### src/rtl/variable_record_ring_buffer_top_macros.svh
// Assertion helpers for the record ring buffer.
// Each check is clocked by clk_i and held off while rst_ni is low.
`ifndef VARIABLE_RECORD_RING_BUFFER_TOP_MACROS_SVH
`define VARIABLE_RECORD_RING_BUFFER_TOP_MACROS_SVH

`ifndef SYNTHESIS

`define VRRB_ASSERT(lbl, prop) \
  lbl: assert property (@(posedge clk_i) disable iff (!rst_ni) (prop)) \
    else $error("vrrb check failed");

`define VRRB_ASSERT_NEXT(lbl, pre, post) \
  lbl: assert property (@(posedge clk_i) disable iff (!rst_ni) (pre) |=> (post)) \
    else $error("vrrb sequence check failed");

`else

`define VRRB_ASSERT(lbl, prop)

`define VRRB_ASSERT_NEXT(lbl, pre, post)

`endif

`endif

### src/rtl/vrrb_pkg.sv
package vrrb_pkg;

  // Default geometry
  localparam int unsigned RingBytesDef = 4096;
  localparam int unsigned LineLimitDef = 256;

  // Widest ring position the request bus carries
  localparam int unsigned PosMaxW = 16;

  // Record layout
  localparam int unsigned HdrBytes  = 6;
  localparam int unsigned OverBytes = 8;

  localparam logic [7:0] NewlineChar = 8'd10;

  // Item kinds
  localparam logic [1:0] KindAppend   = 2'd0;
  localparam logic [1:0] KindSetAttr  = 2'd1;
  localparam logic [1:0] KindTruncate = 2'd2;
  localparam logic [1:0] KindRead     = 2'd3;

  // Memory port request from the controller
  typedef struct packed {
    logic               we;
    logic [PosMaxW-1:0] waddr;
    logic [7:0]         wdata;
    logic [PosMaxW-1:0] raddr;
  } mem_req_t;

endpackage

### src/rtl/vrrb_ctrl.sv
`include "variable_record_ring_buffer_top_macros.svh"

module vrrb_ctrl #(
  parameter int unsigned RingBytes = vrrb_pkg::RingBytesDef,
  parameter int unsigned LineLimit = vrrb_pkg::LineLimitDef,
  localparam int unsigned PW = $clog2(RingBytes),
  localparam int unsigned CW = $clog2(RingBytes + 1)
) (
  input  logic               clk_i,
  input  logic               rst_ni,
  input  logic               cfg_we_i,
  input  logic [31:0]        cfg_wdata_i,
  input  logic               in_valid_i,
  output logic               in_stall_o,
  input  logic [1:0]         kind_i,
  input  logic [7:0]         char_value_i,
  input  logic [31:0]        attribute_i,
  input  logic [7:0]         new_length_i,
  input  logic [11:0]        read_address_i,
  output logic               out_valid_o,
  input  logic               out_stall_i,
  output logic [7:0]         read_byte_o,
  output logic [CW-1:0]      bytes_used_o,
  output logic [PW-1:0]      write_position_o,
  output logic [7:0]         line_length_o,
  output logic               char_dropped_o,
  output vrrb_pkg::mem_req_t mem_req_o,
  input  logic [7:0]         mem_rdata_i
);
  import vrrb_pkg::*;

  localparam int unsigned LW = (LineLimit > 2) ? $clog2(LineLimit) : 1;

  typedef enum logic [9:0] {
    S_INIT   = 10'b00_0000_0001,
    S_IDLE   = 10'b00_0000_0010,
    S_EV_CHK = 10'b00_0000_0100,
    S_EV_R1  = 10'b00_0000_1000,
    S_EV_R2  = 10'b00_0001_0000,
    S_POST   = 10'b00_0010_0000,
    S_WR     = 10'b00_0100_0000,
    S_RD     = 10'b00_1000_0000,
    S_RDCAP  = 10'b01_0000_0000,
    S_DONE   = 10'b10_0000_0000
  } state_e;

  function automatic logic [PW-1:0] wrap_add(logic [PW-1:0] p, logic [PW:0] k);
    logic [PW:0] s;
    s = {1'b0, p} + k;
    if (s >= (PW+1)'(RingBytes)) s = s - (PW+1)'(RingBytes);
    return s[PW-1:0];
  endfunction

  function automatic logic [PW-1:0] wrap_sub(logic [PW-1:0] p, logic [PW:0] k);
    logic [PW:0] s;
    if ({1'b0, p} >= k) s = {1'b0, p} - k;
    else                s = {1'b0, p} + (PW+1)'(RingBytes) - k;
    return s[PW-1:0];
  endfunction

  state_e        state_q, state_d;
  logic [2:0]    init_q, init_d;
  logic [31:0]   dattr_q;
  logic [PW-1:0] head_q, head_d;
  logic [CW-1:0] used_q, used_d;
  logic [PW-1:0] open_q, open_d;
  logic [LW-1:0] len_q, len_d;

  // Latched item
  logic [7:0]    ch_q, ch_d;
  logic [11:0]   addr_q, addr_d;
  logic          nl_q, nl_d;
  logic          drop_q, drop_d;
  logic [7:0]    rbyte_q, rbyte_d;

  // Eviction walk
  logic [PW-1:0] tail_q, tail_d;
  logic [7:0]    lo_q, lo_d;

  // Write sequencer: segment A in flight, segment B pending
  logic [PW-1:0] wa_q, wa_d;
  logic [63:0]   wdat_q, wdat_d;
  logic [3:0]    wcnt_q, wcnt_d;
  logic [PW-1:0] wb_q, wb_d;
  logic [15:0]   wbdat_q, wbdat_d;
  logic [1:0]    wbcnt_q, wbcnt_d;

  // Output register
  logic          out_valid_q, out_valid_d;
  logic [7:0]    o_rbyte_q, o_rbyte_d;
  logic [CW-1:0] o_used_q, o_used_d;
  logic [PW-1:0] o_head_q, o_head_d;
  logic [7:0]    o_len_q, o_len_d;
  logic          o_drop_q, o_drop_d;

  logic [PW-1:0] tail;
  logic          ev_more;
  logic [16:0]   rec;
  logic [15:0]   len16;
  logic [LW-1:0] delta;
  logic          slot_free;

  assign tail    = wrap_sub(head_q, (PW+1)'(used_q));
  assign ev_more = ((32'(used_q) + (nl_q ? 32'(OverBytes) : 32'd1)) > 32'(RingBytes))
                   && (used_q != '0) && !(!nl_q && (tail == open_q));
  assign rec     = 17'(OverBytes) + {1'b0, mem_rdata_i, lo_q};
  assign slot_free = !out_valid_q || !out_stall_i;

  always_comb begin
    state_d = state_q;
    init_d  = init_q;
    head_d  = head_q;
    used_d  = used_q;
    open_d  = open_q;
    len_d   = len_q;
    ch_d    = ch_q;
    addr_d  = addr_q;
    nl_d    = nl_q;
    drop_d  = drop_q;
    rbyte_d = rbyte_q;
    tail_d  = tail_q;
    lo_d    = lo_q;
    wa_d    = wa_q;
    wdat_d  = wdat_q;
    wcnt_d  = wcnt_q;
    wb_d    = wb_q;
    wbdat_d = wbdat_q;
    wbcnt_d = wbcnt_q;
    len16   = '0;
    delta   = '0;

    out_valid_d = out_valid_q && out_stall_i;
    o_rbyte_d   = o_rbyte_q;
    o_used_d    = o_used_q;
    o_head_d    = o_head_q;
    o_len_d     = o_len_q;
    o_drop_d    = o_drop_q;

    mem_req_o       = '0;
    mem_req_o.raddr = PosMaxW'(tail);

    unique case (state_q)
      // Write the initial empty record
      S_INIT: begin
        mem_req_o.we    = 1'b1;
        mem_req_o.waddr = PosMaxW'(init_q);
        init_d          = init_q + 3'd1;
        if (init_q == 3'd7) state_d = S_IDLE;
      end

      // Take an item and dispatch on its kind
      S_IDLE: begin
        if (in_valid_i) begin
          ch_d    = char_value_i;
          addr_d  = read_address_i;
          drop_d  = 1'b0;
          rbyte_d = '0;
          wbcnt_d = '0;
          unique case (kind_i)
            KindAppend: begin
              if (char_value_i == NewlineChar) begin
                nl_d    = 1'b1;
                state_d = S_EV_CHK;
              end else if (32'(len_q) + 32'd1 >= 32'(LineLimit)) begin
                drop_d  = 1'b1;
                state_d = S_DONE;
              end else begin
                nl_d    = 1'b0;
                state_d = S_EV_CHK;
              end
            end
            KindSetAttr: begin
              wa_d    = wrap_add(open_q, (PW+1)'(2));
              wdat_d  = {32'b0, attribute_i};
              wcnt_d  = 4'd4;
              state_d = S_WR;
            end
            KindTruncate: begin
              if (32'(new_length_i) < 32'(len_q)) begin
                delta   = len_q - LW'(new_length_i);
                head_d  = wrap_sub(head_q, (PW+1)'(delta));
                used_d  = (32'(delta) <= 32'(used_q)) ? used_q - CW'(delta) : '0;
                len_d   = LW'(new_length_i);
                wa_d    = open_q;
                wdat_d  = {48'b0, 8'b0, new_length_i};
                wcnt_d  = 4'd2;
                wb_d    = wrap_add(open_q, (PW+1)'(HdrBytes) + (PW+1)'(new_length_i));
                wbdat_d = {8'b0, new_length_i};
                wbcnt_d = 2'd2;
                state_d = S_WR;
              end else begin
                state_d = S_DONE;
              end
            end
            KindRead: state_d = S_RD;
            default: state_d = S_DONE;
          endcase
        end
      end

      // Evict the oldest record while room is short
      S_EV_CHK: begin
        if (ev_more) begin
          tail_d  = tail;
          state_d = S_EV_R1;
        end else begin
          state_d = S_POST;
        end
      end

      S_EV_R1: begin
        lo_d            = mem_rdata_i;
        mem_req_o.raddr = PosMaxW'(wrap_add(tail_q, (PW+1)'(1)));
        state_d         = S_EV_R2;
      end

      S_EV_R2: begin
        used_d  = (32'(rec) <= 32'(used_q)) ? CW'(32'(used_q) - 32'(rec)) : '0;
        state_d = S_EV_CHK;
      end

      // Open a new record, or place or drop the character
      S_POST: begin
        if (nl_q) begin
          open_d  = head_q;
          head_d  = wrap_add(head_q, (PW+1)'(OverBytes));
          used_d  = used_q + CW'(OverBytes);
          len_d   = '0;
          wa_d    = head_q;
          wdat_d  = {16'b0, dattr_q, 16'b0};
          wcnt_d  = 4'd8;
          state_d = S_WR;
        end else if (32'(used_q) + 32'd1 > 32'(RingBytes)) begin
          drop_d  = 1'b1;
          state_d = S_DONE;
        end else begin
          len16   = 16'(len_q) + 16'd1;
          head_d  = wrap_add(head_q, (PW+1)'(1));
          used_d  = used_q + CW'(1);
          len_d   = len_q + LW'(1);
          wa_d    = wrap_add(open_q, (PW+1)'(HdrBytes) + (PW+1)'(len_q));
          wdat_d  = {40'b0, len16, ch_q};
          wcnt_d  = 4'd3;
          wb_d    = open_q;
          wbdat_d = len16;
          wbcnt_d = 2'd2;
          state_d = S_WR;
        end
      end

      // Write one byte a cycle, then the pending segment
      S_WR: begin
        mem_req_o.we    = 1'b1;
        mem_req_o.waddr = PosMaxW'(wa_q);
        mem_req_o.wdata = wdat_q[7:0];
        wa_d            = wrap_add(wa_q, (PW+1)'(1));
        wdat_d          = {8'b0, wdat_q[63:8]};
        wcnt_d          = wcnt_q - 4'd1;
        if (wcnt_q == 4'd1) begin
          if (wbcnt_q != '0) begin
            wa_d    = wb_q;
            wdat_d  = {48'b0, wbdat_q};
            wcnt_d  = 4'(wbcnt_q);
            wbcnt_d = '0;
          end else begin
            state_d = S_DONE;
          end
        end
      end

      S_RD: begin
        mem_req_o.raddr = PosMaxW'(addr_q);
        state_d         = S_RDCAP;
      end

      S_RDCAP: begin
        rbyte_d = (32'(addr_q) < 32'(RingBytes)) ? mem_rdata_i : '0;
        state_d = S_DONE;
      end

      // Hand the result to the output register
      S_DONE: begin
        if (slot_free) begin
          out_valid_d = 1'b1;
          o_rbyte_d   = rbyte_q;
          o_used_d    = used_q;
          o_head_d    = head_q;
          o_len_d     = 8'(len_q);
          o_drop_d    = drop_q;
          state_d     = S_IDLE;
        end
      end

      default: state_d = S_IDLE;
    endcase
  end

  always_ff @(posedge clk_i or negedge rst_ni) begin
    if (!rst_ni) begin
      state_q     <= S_INIT;
      init_q      <= '0;
      dattr_q     <= '0;
      head_q      <= PW'(OverBytes);
      used_q      <= CW'(OverBytes);
      open_q      <= '0;
      len_q       <= '0;
      wbcnt_q     <= '0;
      out_valid_q <= 1'b0;
    end else begin
      state_q     <= state_d;
      init_q      <= init_d;
      head_q      <= head_d;
      used_q      <= used_d;
      open_q      <= open_d;
      len_q       <= len_d;
      wbcnt_q     <= wbcnt_d;
      out_valid_q <= out_valid_d;
      if (cfg_we_i) dattr_q <= cfg_wdata_i;
    end
  end

  // Payload registers
  always_ff @(posedge clk_i) begin
    ch_q      <= ch_d;
    addr_q    <= addr_d;
    nl_q      <= nl_d;
    drop_q    <= drop_d;
    rbyte_q   <= rbyte_d;
    tail_q    <= tail_d;
    lo_q      <= lo_d;
    wa_q      <= wa_d;
    wdat_q    <= wdat_d;
    wcnt_q    <= wcnt_d;
    wb_q      <= wb_d;
    wbdat_q   <= wbdat_d;
    o_rbyte_q <= o_rbyte_d;
    o_used_q  <= o_used_d;
    o_head_q  <= o_head_d;
    o_len_q   <= o_len_d;
    o_drop_q  <= o_drop_d;
  end

  assign in_stall_o       = (state_q != S_IDLE);
  assign out_valid_o      = out_valid_q;
  assign read_byte_o      = o_rbyte_q;
  assign bytes_used_o     = o_used_q;
  assign write_position_o = o_head_q;
  assign line_length_o    = o_len_q;
  assign char_dropped_o   = o_drop_q;

  `VRRB_ASSERT(a_used_bound, 32'(used_q) <= 32'(RingBytes))
  `VRRB_ASSERT(a_head_bound, 32'(head_q) < 32'(RingBytes))
  `VRRB_ASSERT(a_len_bound, 32'(len_q) < 32'(LineLimit))
  `VRRB_ASSERT_NEXT(a_done_loads, (state_q == S_DONE) && slot_free, out_valid_q)

endmodule
### config.mk
export PLATFORM = sky130hd
export DESIGN_NAME = vrrb_ctrl
export DESIGN_NICKNAME = d
export VERILOG_FILES = /design/src/rtl/vrrb_pkg.sv /design/src/rtl/vrrb_ctrl.sv
export VERILOG_INCLUDE_DIRS = /design/src /design/src/rtl
export SDC_FILE = /design/constraint.sdc
export NUM_CORES = 1
export LEC_CHECK = 0
export BUFFER_PORTS_ARGS = -buffer_cell sky130_fd_sc_hd__buf_2
export CORE_UTILIZATION = 24
export CTS_CLUSTER_SIZE = 16
export DETAILED_ROUTE_END_ITERATION = 6
export SYNTH_ARGS = -nofsm -noshare
export SYNTH_HDL_FRONTEND = slang
export SYNTH_SLANG_ARGS = --single-unit
export TNS_END_PERCENT = 30
### constraint.sdc
create_clock -name clk_i -period 8.3 [get_ports clk_i]
set_clock_uncertainty 0.2 [all_clocks]
set_input_delay 1.245 -clock clk_i [delete_from_list [all_inputs] [get_ports clk_i]]
set_output_delay 1.245 -clock clk_i [all_outputs]
set_load 0.02 [all_outputs]
==> qor.csv, run 1 <==
metric,value,unit
via/cell ratio,4.920,
crit path kind,flip-flop to output pin,
largest net degree at the start of global routing,65,
WL/cell,19.75,µm
final WL,55880,µm
hold_buf cts,0,
Initial Util,24.33,%
Pre-antenna DRT Iters,5,
first-pass GRT wire length,84370,µm
Critical Path RT,6.86,ns
die height,268.9,µm
H-tree depth,1,
Period minus WS final,5.338,ns
Final Setup Violations,0,
RSZ-0062 raised after global routing,no,
clk sinks,269,
largest fanout on the critical path,16,
Yosys warnings,0,
clock slew at reported path FFs,0.06,ns
CTS Buf Count,29,
"EDFF count, synth",177,
number of global-route vias before repair,13700,
status,finished clean,
DIE WIDTH,268.9,µm
Vias,13920,
total power,6.769,mW
register area share after synthesis,44.57,%
area of the core,70270,µm²
grt ovf,0,
Final Hold Viols,0,
Worst setup SP type,flip-flop,
I/O Pins,192,
Root Driver,clkbuf_16,
Port Buffers,183,
Least-Margin Pin Slew,1.162,ns
CTS Buffer Depth,3,
crit end category,output pin,
top_reg_cell synth,edfxtp_1,
worst vdd ir,204.1,µV
WP data arrival,3.89,ns
FP Rows,97,
leakage,8.424,nW
post-synthesis cell area,17100,µm²
syn avg cell area,9.971,µm²
# Post-CTS Setup Buffers,0,
Achievable Freq,187.3,MHz
Residual DRC,0,
# Max-Cap Violations,0,
die footprint,72320,µm²
DR iter-0 viols,1318,
cell mode on critical path,nand2_1,
Rel. slew slack,22.42,%
Crit path largest cell delay,0.80,ns
Mapped Cells,1715,
crit path cell chain,inv_1 -> ha_1 -> nor2b_1 -> o31ai_1 -> a21oi_1 -> o41ai_1 -> xnor2_1 -> nand2_1 -> nand2_1 -> buf_2,
pwr dens,339.2,nW/µm²
fin. max-slew vios,0,
Min-Delay Path Class,flip-flop to flip-flop,
CTS tree,built,
crit share post-route,64.32,%
Final GP Congestion,0.8977,
Overall Global Routing Usage,15.30,%
"Slowest-stage cell, CP",dfrtp_1,
fin nets,2085,
post-route ant nets,0,
fraction of registers with async set/reset,34.20,%
WP buf/inv,2,
Final HPWL DP,42070,µm
Synth cell types,94,
Worst-Skew Late Latency,0.58,ns
setup TNS,0,ns
cell family with most CP delay,compound AO/OA/AOI/OAI gates,
P&R area growth vs syn,16.70,%
initial antenna violation count,13,
number of synthesized register bits,269,
cts repair resizes,0,
layout cells sized above 1,17.20,%
-- state kept, by name (all words and copies together), names as in the netlist, 9 cells and up --
| name | cells |
|---|---|
| addr_q | 12 |
| bytes_used_o | 13 |
| dattr_q | 32 |
| head_q | 12 |
| open_q | 12 |
| state_q | 10 |
| tail_q | 12 |
| used_q | 13 |
| wa_q | 12 |
| wb_q | 12 |
| wbdat_q | 9 |
| wdat_q | 48 |
| write_position_o | 12 |
-- cell families (layout without fill, tap and decap cells) --
| kind of cell | after synthesis | count (layout) | synth area share (%) |
|---|---|---|---|
| AND/OR/NAND/NOR | 565 | 565 | 15.89 |
| AO/OA/AOI/OAI | 393 | 393 | 15.37 |
| flip-flops | 269 | 269 | 44.57 |
| buffers and inverters | 176 | 338 | 4.405 |
| XOR/XNOR | 128 | 128 | 6.746 |
| adder cells (fa/ha/maj) | 125 | 125 | 9.351 |
| multiplexers | 58 | 58 | 3.644 |
| other | 1 | 13 | 0.02193 |
-- cell usage in the layout (no fill, tap or decap), types with 8 or more instances in the layout --
cell / synthesis / layout
buf_4: 12 / 18
a22oi_1: 35 / 35
xnor2_1: 83 / 83
nor2_1: 128 / 126
o211ai_1: 8 / 8
a211oi_1: 15 / 15
nand3_1: 52 / 52
nand2_1: 189 / 189
a21o_1: 31 / 31
nand4_1: 20 / 20
xor2_1: 43 / 43
and3_1: 33 / 33
o21ai_0: 71 / 70
o21a_1: 12 / 12
nor2b_1: 17 / 17
a21oi_1: 82 / 80
nor3_1: 29 / 29
clkbuf_16: 0 / 29
a31oi_1: 14 / 14
buf_2: 6 / 182
conb_1: 1 / 8
inv_1: 84 / 84
o31ai_1: 10 / 10
nand2b_1: 16 / 16
o21ai_1: 24 / 24
o22ai_1: 12 / 12
dfrtp_1: 89 / 89
edfxtp_1: 177 / 177
mux2i_1: 24 / 24
and2_1: 27 / 28
mux2_2: 34 / 34
nor4_1: 10 / 10
a22o_1: 12 / 12
ha_1: 109 / 109
-- Yosys cell counts, types with 6 or more instances --
cell type  number  area share, %
and2_1         27           0.99
o211ai_1        8           0.35
or3_1           6           0.22
inv_1          84            1.8
a21o_1         31            1.4
xor2_1         43            2.2
a21oi_1        82            2.4
o21a_1         12           0.53
a31oi_1        14           0.51
edfxtp_1      177             31
buf_2           6           0.18
ha_1          109            8.0
nor2_1        128            2.8
a22o_1         12           0.61
mux2i_1        24            1.4
buf_4          12           0.53
or2_2           6           0.22
and3_1         33            1.2
buf_1           7           0.15
o22ai_1        12           0.44
mux2_2         34            2.2
dfrtp_1        89             13
a211oi_1       15           0.66
o21ai_0        71            2.1
nand3_1        52            1.5
nand4_1        20           0.73
o21bai_1        7           0.31
nor2b_1        17           0.62
fa_1            7           0.82
o31ai_1        10           0.44
a211o_1         6           0.31
o21ai_1        24           0.70
a22oi_1        35            1.5
nand2_1       189            4.1
nor4_1         10           0.37
nand2b_1       16           0.59
clkbuf_1       62            1.4
nor3_1         29           0.85
xnor2_1        83            4.3
-- routing by layer --
layer | GRT usage (%) | up-vias | wire length (µm)
li1 | - | 6497 | -
met1 | 20.52 | 6755 | 24110
met2 | 24.49 | 565 | 25290
met3 | 4.210 | 86 | 5318
met4 | 3.163 | 16 | 1074
met5 | 0 | - | 90
-- worst paths after layout --
kind	from	cells past startpoint	end	slack [ns]
setup / recovery	used_q[1]	10	mem_req_o[9]	2.96
setup reg to reg	used_q[1]	11	tail_q[11]	3.36
min in group asynchronous	rst_ni	1	dattr_q[19]	0.39
hold / removal	rbyte_q[0]	0	read_byte_o[0]	0.22
hold reg to reg	rbyte_q[0]	0	read_byte_o[0]	0.22
max in group asynchronous	rst_ni	2	state_q[8]	6.22
-- cell type report --
type	count	area [µm²]
inverters	85	319.1
repair buffers	200	1046
clock inverters	17	186.4
clock buffers	36	802.0
well taps	940	1176
multi-input cells	1277	8793
fillers	7390	50310
diodes	5	12.51
flip-flops and latches	269	7621
-- stage by stage --
stage	hold WS (ns)	cells	setup WS (ns)	utilization (%)	instance area [µm²]
finish	0.2202	2829	2.962	28.40	19960
detailed placement	0.2065	2771	2.846	26.98	18960
global placement	0.2014	2771	2.994	26.98	18960
global route	0.2305	2826	2.658	28.39	19950
floorplan	0.2003	1722	1.926	-	17130
CTS	0.2213	2824	2.983	28.38	19940
-- report_power, final --
part           total [mW]  switching [mW]  internal [mW]  leakage, nW
clock                1.37           0.584          0.782        0.485
sequential           2.19           0.371           1.82         2.79
combinational        3.21            2.00           1.22         5.14
No activity file was read; power rests on OpenSTA's default activity.
==> run 2, diff against run 1 <==
==> constraint.sdc (replaced) <==
create_clock -name clk_i -period 5.1 [get_ports clk_i]
set_clock_uncertainty 0.2 [all_clocks]
set_input_delay 0.765 -clock clk_i [delete_from_list [all_inputs] [get_ports clk_i]]
set_output_delay 0.765 -clock clk_i [all_outputs]
set_load 0.02 [all_outputs]
==> run 2 against run 1 <==
Flip-flop and latch count unchanged. Global-route usage up 0.22 points. First-iteration DRC count up 4.9%. Sequential power up 60%. Hold slack worse by 0.19 ns. Die area unchanged. Clock power up 60%. Count of clock-buffer cells in the layout up 7. Via count up 0.67%. Routed wire length up 2.1%. Register-to-register slack worse by 2.5 ns. Utilization up 0.32 points. Largest power group unchanged.
==> qor.csv, run 2 (same netlist as run 1, synthesis figures left out) <==
metric,value,unit,change
Worst-Skew Late Latency,0.58,ns,about the same
Initial Util,24.33,%,unchanged
leakage,8.555,nW,+1.6%
cts repair resizes,0,,unchanged
grt ovf,0,,unchanged
# Post-CTS Setup Buffers,0,,unchanged
most flop-heavy register,wdat_q,,
Pre-antenna DRT Iters,5,,unchanged
Final Setup Violations,0,,unchanged
cell mode on critical path,nand2_1,,
initial antenna violation count,17,,+4
WL/cell,19.96,µm,+1.0%
switching pwr,4.858,mW,+65%
Overall Global Routing Usage,15.52,%,+0.22 points
# Max-Cap Violations,0,,unchanged
Residual DRC,0,,unchanged
Root Driver,clkbuf_16,,
I/O Pins,192,,unchanged
cell total after placement,2794,,+0.83%
reg2reg path depth,15,,+4
worst vdd ir,341.9,µV,+67%
final worst slack,0.4336,ns,-2.528 ns
"reg-to-reg slack, setup",0.83,ns,-2.53 ns
clk sinks,269,,unchanged
status,finished clean,,
crit path cell chain,inv_1 -> ha_1 -> o21a_1 -> o31a_1 -> or2_2 -> a21oi_1 -> o31ai_1 -> xor2_1 -> nand2_1 -> nand2_1 -> buf_2,,
pwr dens,553.3,nW/µm²,+63%
setup TNS,0,ns,unchanged
WP buf/inv,2,,unchanged
FF-to-FF Start,len_q[1],,
fin nets,2109,,+1.2%
crit share post-route,91.50,%,
top flop regs,"wdat_q (48), dattr_q (32)",,
area of the core,70270,µm²,unchanged
Rel. slew slack,37.99,%,+16 points
crit path kind,flip-flop to output pin,,
FP Rows,97,,unchanged
via/cell ratio,4.899,,-0.42%
Switching Share,43.50,%,-0.096 points
clock slew at reported path FFs,0.06,ns,about the same
Crit Reg-Reg Endpoint,used_q[0],,
DIE WIDTH,268.9,µm,unchanged
max FFs per register,48,,unchanged
cell family with most CP delay,flip-flops,,
hold_buf cts,0,,unchanged
Period minus WS final,4.666,ns,
Gate power share,49.0,%,+1.5 points
die footprint,72320,µm²,unchanged
Achievable Freq,214.3,MHz,
P&R area growth vs syn,18.04,%,
Critical Path RT,4.14,ns,-2.72 ns
"most common cell after layout, fill and taps aside",nand2_1,,
DP Worst Slack,0.3753,ns,-2.471 ns
CP startpoint,used_q[4],,
Min-Delay Path Class,primary input to asynchronous set/reset pin,,
Final GP Congestion,0.8844,,-1.5%
clock power share,19.6,%,-0.6 points
Final Instance Area,20180,µm²,+1.1%
Vias,14010,,+0.67%
Reg power frac,31.3,%,-1.0 points
first-pass GRT wire length,85730,µm,+1.6%
Internal Power,6.310,mW,+65%
layout cells sized above 1,18.22,%,+1.0 points
H-tree depth,1,,unchanged
CTS Buffer Depth,3,,unchanged
Final HPWL DP,43380,µm,+3.1%
"commonest cells after routing, fill and taps aside","189 x nand2_1, 182 x buf_2, 177 x edfxtp_1",,
number of global-route vias before repair,14070,,+2.7%
Worst setup SP type,flip-flop,,
crit end category,output pin,,
dpl cell area,19170,µm²,+1.1%
WHS,0.03045,ns,-0.1898 ns
WP data arrival,3.70,ns,-0.19 ns
Final Hold Viols,0,,unchanged
DR iter-0 viols,1382,,+4.9%
"Slowest-stage cell, CP",dfrtp_1,,
post-route ant nets,0,,unchanged
die height,268.9,µm,unchanged
largest net degree at the start of global routing,48,,-26%
largest fanout on the critical path,12,,-4
Crit path largest cell delay,0.68,ns,-0.12 ns
Least-Margin Pin Slew,0.9260,ns,-0.2364 ns
CTS tree,built,,
CTS Buf Count,30,,+3.4%
Layout Cells excl Fill,2860,,+1.1%
final WL,57080,µm,+2.1%
Setup crit end,mem_req_o[10],,
Crit path depth,11,,+1
RSZ-0062 raised after global routing,no,,
Port Buffers,183,,unchanged
fin. max-slew vios,0,,unchanged
## run 2: power by group through the flow
stage	Combinational [mW]	Sequential, mW	Clock (mW)
2_1_floorplan	3.90	3.29	0
3_3_place_gp	5.28	3.52	0
3_5_place_dp	5.40	3.53	0
4_1_cts	5.43	3.49	2.24
5_1_grt	6.01	3.55	2.32
6_report	5.47	3.50	2.19
## run 2: how the worst min path moves through the flow
stage,from,endpoint,slack [ns],cells after the start
floorplan,drop_q,char_dropped_o,0.20,0
global placement,rbyte_q[6],read_byte_o[6],0.20,0
detailed placement,rbyte_q[7],read_byte_o[7],0.21,0
CTS,rst_ni,dattr_q[28],0.04,1
global route,rst_ni,dattr_q[3],0.07,1
finish,rst_ni,dattr_q[28],0.03,1
## run 2: layout make-up
class,instances,area (µm²)
clock buffers,43,890.9
fillers,7395,50090
inverters,85,319.1
clock inverters,13,101.3
repair buffers,223,1256
diodes,10,25.02
multi-input cells,1277,8793
well taps,940,1176
flip-flops and latches,269,7622
## run 2: metal layers
metal  vias to the layer above  GRT usage, %  part of all wire [%]
li1                       6565             -                     -
met3                        85         4.174                   9.3
met2                       591         25.33                    46
met5                         -             0                  0.17
met1                      6755         20.46                    43
met4                        16         3.209                   1.9
## run 2: through the flow
step	utilization, %	total power, mW
6_report	28.72	11.17
3_5_place_dp	27.27	8.929
2_1_floorplan	-	7.184
4_1_cts	28.69	11.16
5_1_grt	28.69	11.88
3_3_place_gp	27.27	8.795
## run 2: worst register-to-register path: cells and delay by family (launching register included)
family / cells / cell delay, ns
AO/OA/AOI/OAI: 7 / 1.66
flip-flops: 1 / 0.49
adder cells (fa/ha/maj): 2 / 0.71
AND/OR/NAND/NOR: 4 / 0.55
buffers and inverters: 1 / 0.22
XOR/XNOR: 1 / 0.32
